--- config.mk ---
export PLATFORM = sky130hd
export DESIGN_NAME = eig_div
export DESIGN_NICKNAME = d
export VERILOG_FILES = /design/src/hdl/eig_pkg.sv /design/src/hdl/eig_div.sv
export SDC_FILE = /design/constraint.sdc
export NUM_CORES = 2
export LEC_CHECK = 0
export BUFFER_PORTS_ARGS = -buffer_cell sky130_fd_sc_hd__buf_4
export CAP_MARGIN = 20
export CELL_PAD_IN_SITES_DETAIL_PLACEMENT = 1
export CELL_PAD_IN_SITES_GLOBAL_PLACEMENT = 1
export CORE_MARGIN = 2
export CORE_UTILIZATION = 48
export CTS_BUF_LIST = sky130_fd_sc_hd__clkbuf_16
export DETAILED_ROUTE_END_ITERATION = 8
export PLACE_DENSITY = 0.83
export SLEW_MARGIN = 5
export SYNTH_ARGS = -nofsm -noshare
export SYNTH_HDL_FRONTEND = slang
export SYNTH_SLANG_ARGS = --single-unit
--- constraint.sdc ---
create_clock -name clk -period 4.6 [get_ports clk]
set_input_delay 0.69 -clock clk [delete_from_list [all_inputs] [get_ports clk]]
set_output_delay 0.69 -clock clk [all_outputs]
set_load 0.01 [all_outputs]
--- src/hdl/eig_pkg.sv ---
// Shared constants, types and step functions for the 2x2 symmetric eigen solver.
package eig_pkg;

    localparam int DATA_W    = 32;
    localparam int IN_W      = 31;
    localparam int VEC_FRAC  = 14;
    localparam int VEC_W     = VEC_FRAC + 2;
    localparam int RAD_W     = 66;
    localparam int ROOT_W    = RAD_W / 2;
    localparam int SQ_STAGES = ROOT_W;
    localparam int REM_W     = ROOT_W + 3;
    localparam int AXIS_W    = DATA_W - 1;
    localparam int RAW_W     = DATA_W + 2;
    localparam int NORM_W    = DATA_W;
    localparam int QUO_W     = VEC_FRAC + 1;
    localparam int NUM_W     = AXIS_W + QUO_W;
    localparam int DIV_STAGES = QUO_W;
    localparam int LATENCY   = 2 * SQ_STAGES + DIV_STAGES + 9;

    localparam logic signed [DATA_W-1:0] DATA_MAX = {1'b0, {(DATA_W-1){1'b1}}};
    localparam logic signed [DATA_W-1:0] DATA_MIN = {1'b1, {(DATA_W-1){1'b0}}};
    localparam logic signed [VEC_W-1:0]  VEC_ONE  = VEC_W'(1) << VEC_FRAC;

    typedef struct packed {
        logic [REM_W-1:0]  rem;
        logic [ROOT_W-1:0] root;
    } sq_t;

    typedef struct packed {
        logic [NORM_W-1:0] rem;
        logic              qbit;
    } dv_t;

    typedef struct packed {
        logic signed [DATA_W-1:0] d;
        logic [DATA_W-1:0]        axy;
        logic                     xyneg;
        logic [DATA_W-1:0]        s;
        logic                     iso;
    } side1_t;

    typedef struct packed {
        logic signed [DATA_W-1:0] lmax;
        logic signed [DATA_W-1:0] lmin;
        logic [AXIS_W-1:0]        ax;
        logic [AXIS_W-1:0]        ay;
        logic                     nx;
        logic                     ny;
        logic                     iso;
    } side2_t;

    typedef struct packed {
        logic signed [DATA_W-1:0] lmax;
        logic signed [DATA_W-1:0] lmin;
        logic                     nx;
        logic                     ny;
        logic                     iso;
    } side3_t;

    function automatic sq_t sqrt_step(input logic [REM_W-1:0] rem,
                                      input logic [ROOT_W-1:0] root,
                                      input logic [1:0] pair);
        logic [REM_W-1:0] cur;
        logic [REM_W-1:0] trial;
        sq_t              res;
        cur   = {rem[REM_W-3:0], pair};
        trial = {1'b0, root, 2'b01};
        if (cur >= trial)
        begin
            res.rem  = cur - trial;
            res.root = {root[ROOT_W-2:0], 1'b1};
        end
        else
        begin
            res.rem  = cur;
            res.root = {root[ROOT_W-2:0], 1'b0};
        end
        return res;
    endfunction

    function automatic dv_t div_step(input logic [NORM_W-1:0] rem,
                                     input logic nbit,
                                     input logic [NORM_W-1:0] den);
        logic [NORM_W:0] cur;
        dv_t             res;
        cur = {rem, nbit};
        if (cur >= {1'b0, den})
        begin
            res.rem  = NORM_W'(cur - {1'b0, den});
            res.qbit = 1'b1;
        end
        else
        begin
            res.rem  = cur[NORM_W-1:0];
            res.qbit = 1'b0;
        end
        return res;
    endfunction

endpackage

--- src/hdl/eig_div.sv ---
// Pipelined restoring divider, one quotient bit per stage.
module eig_div (
    input  logic                      clk,
    input  logic                      rst_n,
    input  logic                      in_valid,
    input  logic [eig_pkg::NUM_W-1:0] num,
    input  logic [eig_pkg::NORM_W-1:0] den,
    output logic                      out_valid,
    output logic [eig_pkg::QUO_W-1:0] quo
);
    import eig_pkg::*;

    logic [DIV_STAGES-1:0] vld_reg;
    logic [NORM_W-1:0]     rem_reg [0:DIV_STAGES-1];
    logic [QUO_W-1:0]      quo_reg [0:DIV_STAGES-1];
    logic [QUO_W-1:0]      low_reg [0:DIV_STAGES-1];
    logic [NORM_W-1:0]     den_reg [0:DIV_STAGES-1];

    logic [NORM_W-1:0]     rem_in [0:DIV_STAGES-1];
    logic [QUO_W-1:0]      quo_in [0:DIV_STAGES-1];
    logic [QUO_W-1:0]      low_in [0:DIV_STAGES-1];
    logic [NORM_W-1:0]     den_in [0:DIV_STAGES-1];
    logic [DIV_STAGES-1:0] vld_in;

    for (genvar g = 0; g < DIV_STAGES; g++)
    begin : g_stage
        dv_t step_next;

        if (g == 0)
        begin : g_first
            // quotient fits QUO_W bits, so the high part is already below den
            assign rem_in[g] = NORM_W'(num[NUM_W-1:QUO_W]);
            assign quo_in[g] = '0;
            assign low_in[g] = num[QUO_W-1:0];
            assign den_in[g] = den;
            assign vld_in[g] = in_valid;
        end
        else
        begin : g_rest
            assign rem_in[g] = rem_reg[g-1];
            assign quo_in[g] = quo_reg[g-1];
            assign low_in[g] = low_reg[g-1];
            assign den_in[g] = den_reg[g-1];
            assign vld_in[g] = vld_reg[g-1];
        end

        always_comb
        begin
            step_next = div_step(rem_in[g], low_in[g][QUO_W-1-g], den_in[g]);
        end

        always_ff @(posedge clk or negedge rst_n)
        begin
            if (!rst_n)
            begin
                vld_reg[g] <= 1'b0;
            end
            else
            begin
                vld_reg[g] <= vld_in[g];
            end
        end

        always_ff @(posedge clk)
        begin
            rem_reg[g] <= step_next.rem;
            quo_reg[g] <= {quo_in[g][QUO_W-2:0], step_next.qbit};
            low_reg[g] <= low_in[g];
            den_reg[g] <= den_in[g];
        end
    end

    assign out_valid = vld_reg[DIV_STAGES-1];
    assign quo       = quo_reg[DIV_STAGES-1];

endmodule

==> summary.txt <==
Setup path
  – CP Cell Sequence: inv_1 > ha_1 > nand4_1 > nor2_1 > o21ai_0 > o21ai_0 > a21oi_1 > o311ai_0 > a21oi_1 > o21a_1 > inv_1 > buf_4 > nor2_1 > a21oi_1
  – Largest stage delay, worst path: 0.54 ns
  – Critical-path top delay cell: o21ai_0
  – Kind of launch point of the worst setup path: register
  – Setup slack of the most critical reg-to-reg path: 0.65 ns
  – Largest driver fanout on the critical path: 15
  – Critical path class: register to register
  – Critical Path Most Common Cell: a21oi_1
  – Required time at the endpoint of the critical path: 5.25 ns
  – Signal arrival time at the worst endpoint: 4.60 ns
  – Critical Path End Type: register

Layout
  – Layout net count: 6376
  – Synth-to-Final Area Change: 12.4%
  – Fraction of final layout cells with drive strength greater than 1: 9.41%

Clocking
  – Count of buffers added by post-CTS timing repair for setup: 0
  – Clock sink total: 1136
  – Number of levels in the clock H-tree: 3
  – Post_cts resized: 0
  – Maximum root-to-sink buffer count: 3
  – Clock tree root driver cell: clkbuf_16
  – TritonCTS clock tree: done
  – Num CTS Buffers: 120
  – Clock slew at the register clock pins of the worst setup and hold paths: 0.06 ns
  – Worst-Skew Late Latency: 0.73 ns

Global route
  – Pin count of the biggest net entering global routing: 62
  – Global-route wire length before repair: 225000 microns
  – Remaining global-route overflow: 0
  – Number of antenna violations at the first check in global routing: 4
  – Vias in the first global route: 44.3k
  – Aggregate global-route resource usage: 24.7%

Synth
  – Sequential-to-total area share from yosys stat: 43.3%
  – Synth Cell Area: 52600 sq um
  – FFs w/ async S/R, synth: 1.32%
  – Cells after synthesis: 5654
  – Fraction of post-synthesis cell area in the top cell type by area: 42.6%
  – Net count of the mapped netlist: 6229
  – Post-Syn Area per Cell: 9.31 sq um
  – Top cells by instance count after synthesis: 1121 x dfxtp_1, 585 x inv_1, 480 x ha_1
  – Post-synth top flop: dfxtp_1
  – Register bit count reported by yosys: 1136
  – Cells taking the most area after synthesis: dfxtp_1 43%, ha_1 11%, a21oi_1 4.5%, inv_1 4.2%, xnor2_1 3.7%
  – Number of flops mapped to enable cells by yosys: 0
  – Distinct cell type count after synthesis: 93
  – Most common cell in the synthesized netlist: dfxtp_1
  – Syn. warnings: 0
  – Cell type contributing the most total cell area after synthesis: dfxtp_1

Timing
  – Worst-margin pin slew: 1.10 ns
  – Worst slew margin relative to its limit: 26.1%
  – Min Tclk post-route: 3.95 ns
  – Worst hold-check slack: 0.0570 ns
  – RSZ-0062 raised after global routing: false
  – Final setup fails: 0
  – Tcrit/Tclk final: 85.9%
  – Post-route clock skew: 0.0226 ns
  – Final Hold Vio Count: 0
  – Count of final max-slew check failures: 0
  – Worst Setup Slack, final: 0.650 ns
  – Max Clk Rate: 0.253 GHz
  – Total negative slack for setup checks: 0 ns

Detailed routing
  – WL final: 139000 microns
  – Total number of vias: 40.3k
  – Per-cell via count in the routed design: 5.51
  – Starting DRC count in detailed routing: 1746
  – DRC violation count after routing: 0
  – Number of routed nets with antenna violations: 0
  – WL per Instance: 19.0 microns
  – Drt first pass iters: 5

Placed design
  – GPL Wtd Cong: 0.918
  – Worst slack, placed: 0.411 ns
  – Number of input and output port buffers inserted: 96
  – HPWL after detailed placement: 109000 microns

Status
  – Status: finished clean

Floorplan
  – Ports: 97
  – Core Footprint: 109000 sq um
  – Die area: 112000 sq um
  – Horizontal die dimension: 335 microns
  – Chip height: 335 microns
  – Starting density of the core: 48.4%
  – Row cnt: 121

Job
  – Maximum Capacitance Violations: 0

Pwr
  – PD cells: 813 nW/um^2
  – Worst vdd ir: 387 uV
  – Leak Pwr: 27.7 nW

Worst hold path
  – Path type of the worst min-delay path: input pin to register
layout by cell type (no fill, tap or decap), types with 103 or more instances in the layout:
| cell | instances |
|---|---|
| xnor2_1 | 221 |
| dfxtp_1 | 1121 |
| clkbuf_16 | 121 |
| nand3_1 | 103 |
| a21o_1 | 234 |
| xor2_1 | 149 |
| nand2_1 | 374 |
| a21oi_1 | 473 |
| o21ai_0 | 362 |
| inv_1 | 608 |
| ha_1 | 480 |
| nor2_1 | 324 |
| mux2_2 | 142 |
| buf_4 | 153 |
area by class of cell:
class / instances / area (sq um)
antenna: 12 / 30.0
clock buffer: 121 / 3030
clock inverter: 100 / 902
fill: 12300 / 49700
inverter: 585 / 2200
multi-input combinational: 3795 / 27100
sequential: 1136 / 22800
tap: 1414 / 1770
timing repair buffer: 163 / 1330
stage by stage:
stage | instance area [sq um] | util [%] | instances | total power [W]
after floorplan | 52600 | - | 5654 | 0.0318
after global placement | 55200 | 50.7 | 7091 | 0.0375
after detailed placement | 55200 | 50.7 | 7091 | 0.0384
after CTS | 59200 | 54.3 | 7313 | 0.0484
after global routing | 59200 | 54.4 | 7326 | 0.0517
final | 59200 | 54.4 | 7326 | 0.0482
what timing repair did:
action	CTS	global route
endpoints found under the setup margin	0	0
hold buffers	1	0
endpoints found under the hold margin	15	0
metal layers:
layer | track usage, % | vias up | routed length, microns
met3 | 2.79 | 374 | 3360
li1 | - | 19900 | -
met4 | 16.5 | 0 | 9490
met2 | 49.7 | 651 | 76300
met5 | 0 | - | 0
met1 | 23.2 | 19400 | 50100
path summary, 6_finish.rpt:
| path | cells past startpoint | endpoint | startpoint |
|---|---|---|---|
| worst max-delay path | 14 | rem_reg[1][182] | den_reg[1][135] |
| worst min-delay path | 1 | low_reg[0][11] | num[11] |
| worst max register to register | 14 | rem_reg[1][182] | den_reg[1][135] |
| worst min register to register | 0 | low_reg[0][67] | low_reg[0][52] |
| max in group asynchronous | 2 | vld_in[14] | rst_n |
| min in group asynchronous | 2 | vld_in[7] | rst_n |
report_power, final:
group | switching (W) | internal, W
combinational | 0.0137 | 0.0104
clock | 0.00406 | 0.00546
sequential | 0.00158 | 0.0129
total | 0.0194 | 0.0288
critical path, delay by kind of cell, from the launching register on:
family                   cells  cell delay (ns)
AO/OA/AOI/OAI                7             1.85
flip-flops                   1             0.35
AND/OR/NAND/NOR              3             0.47
buffers and inverters        3             0.83
adder cells (fa/ha/maj)      1             0.37
logic make-up after synthesis:
kind of cell | share of synthesized area [%]
fa+ha+maj | 11.9
compound gates | 18.0
xor+xnor | 6.16
buf+inv | 5.32
simple gates | 11.1
mux | 4.13
flops | 43.3
No activity file was read; power rests on OpenSTA's default activity.
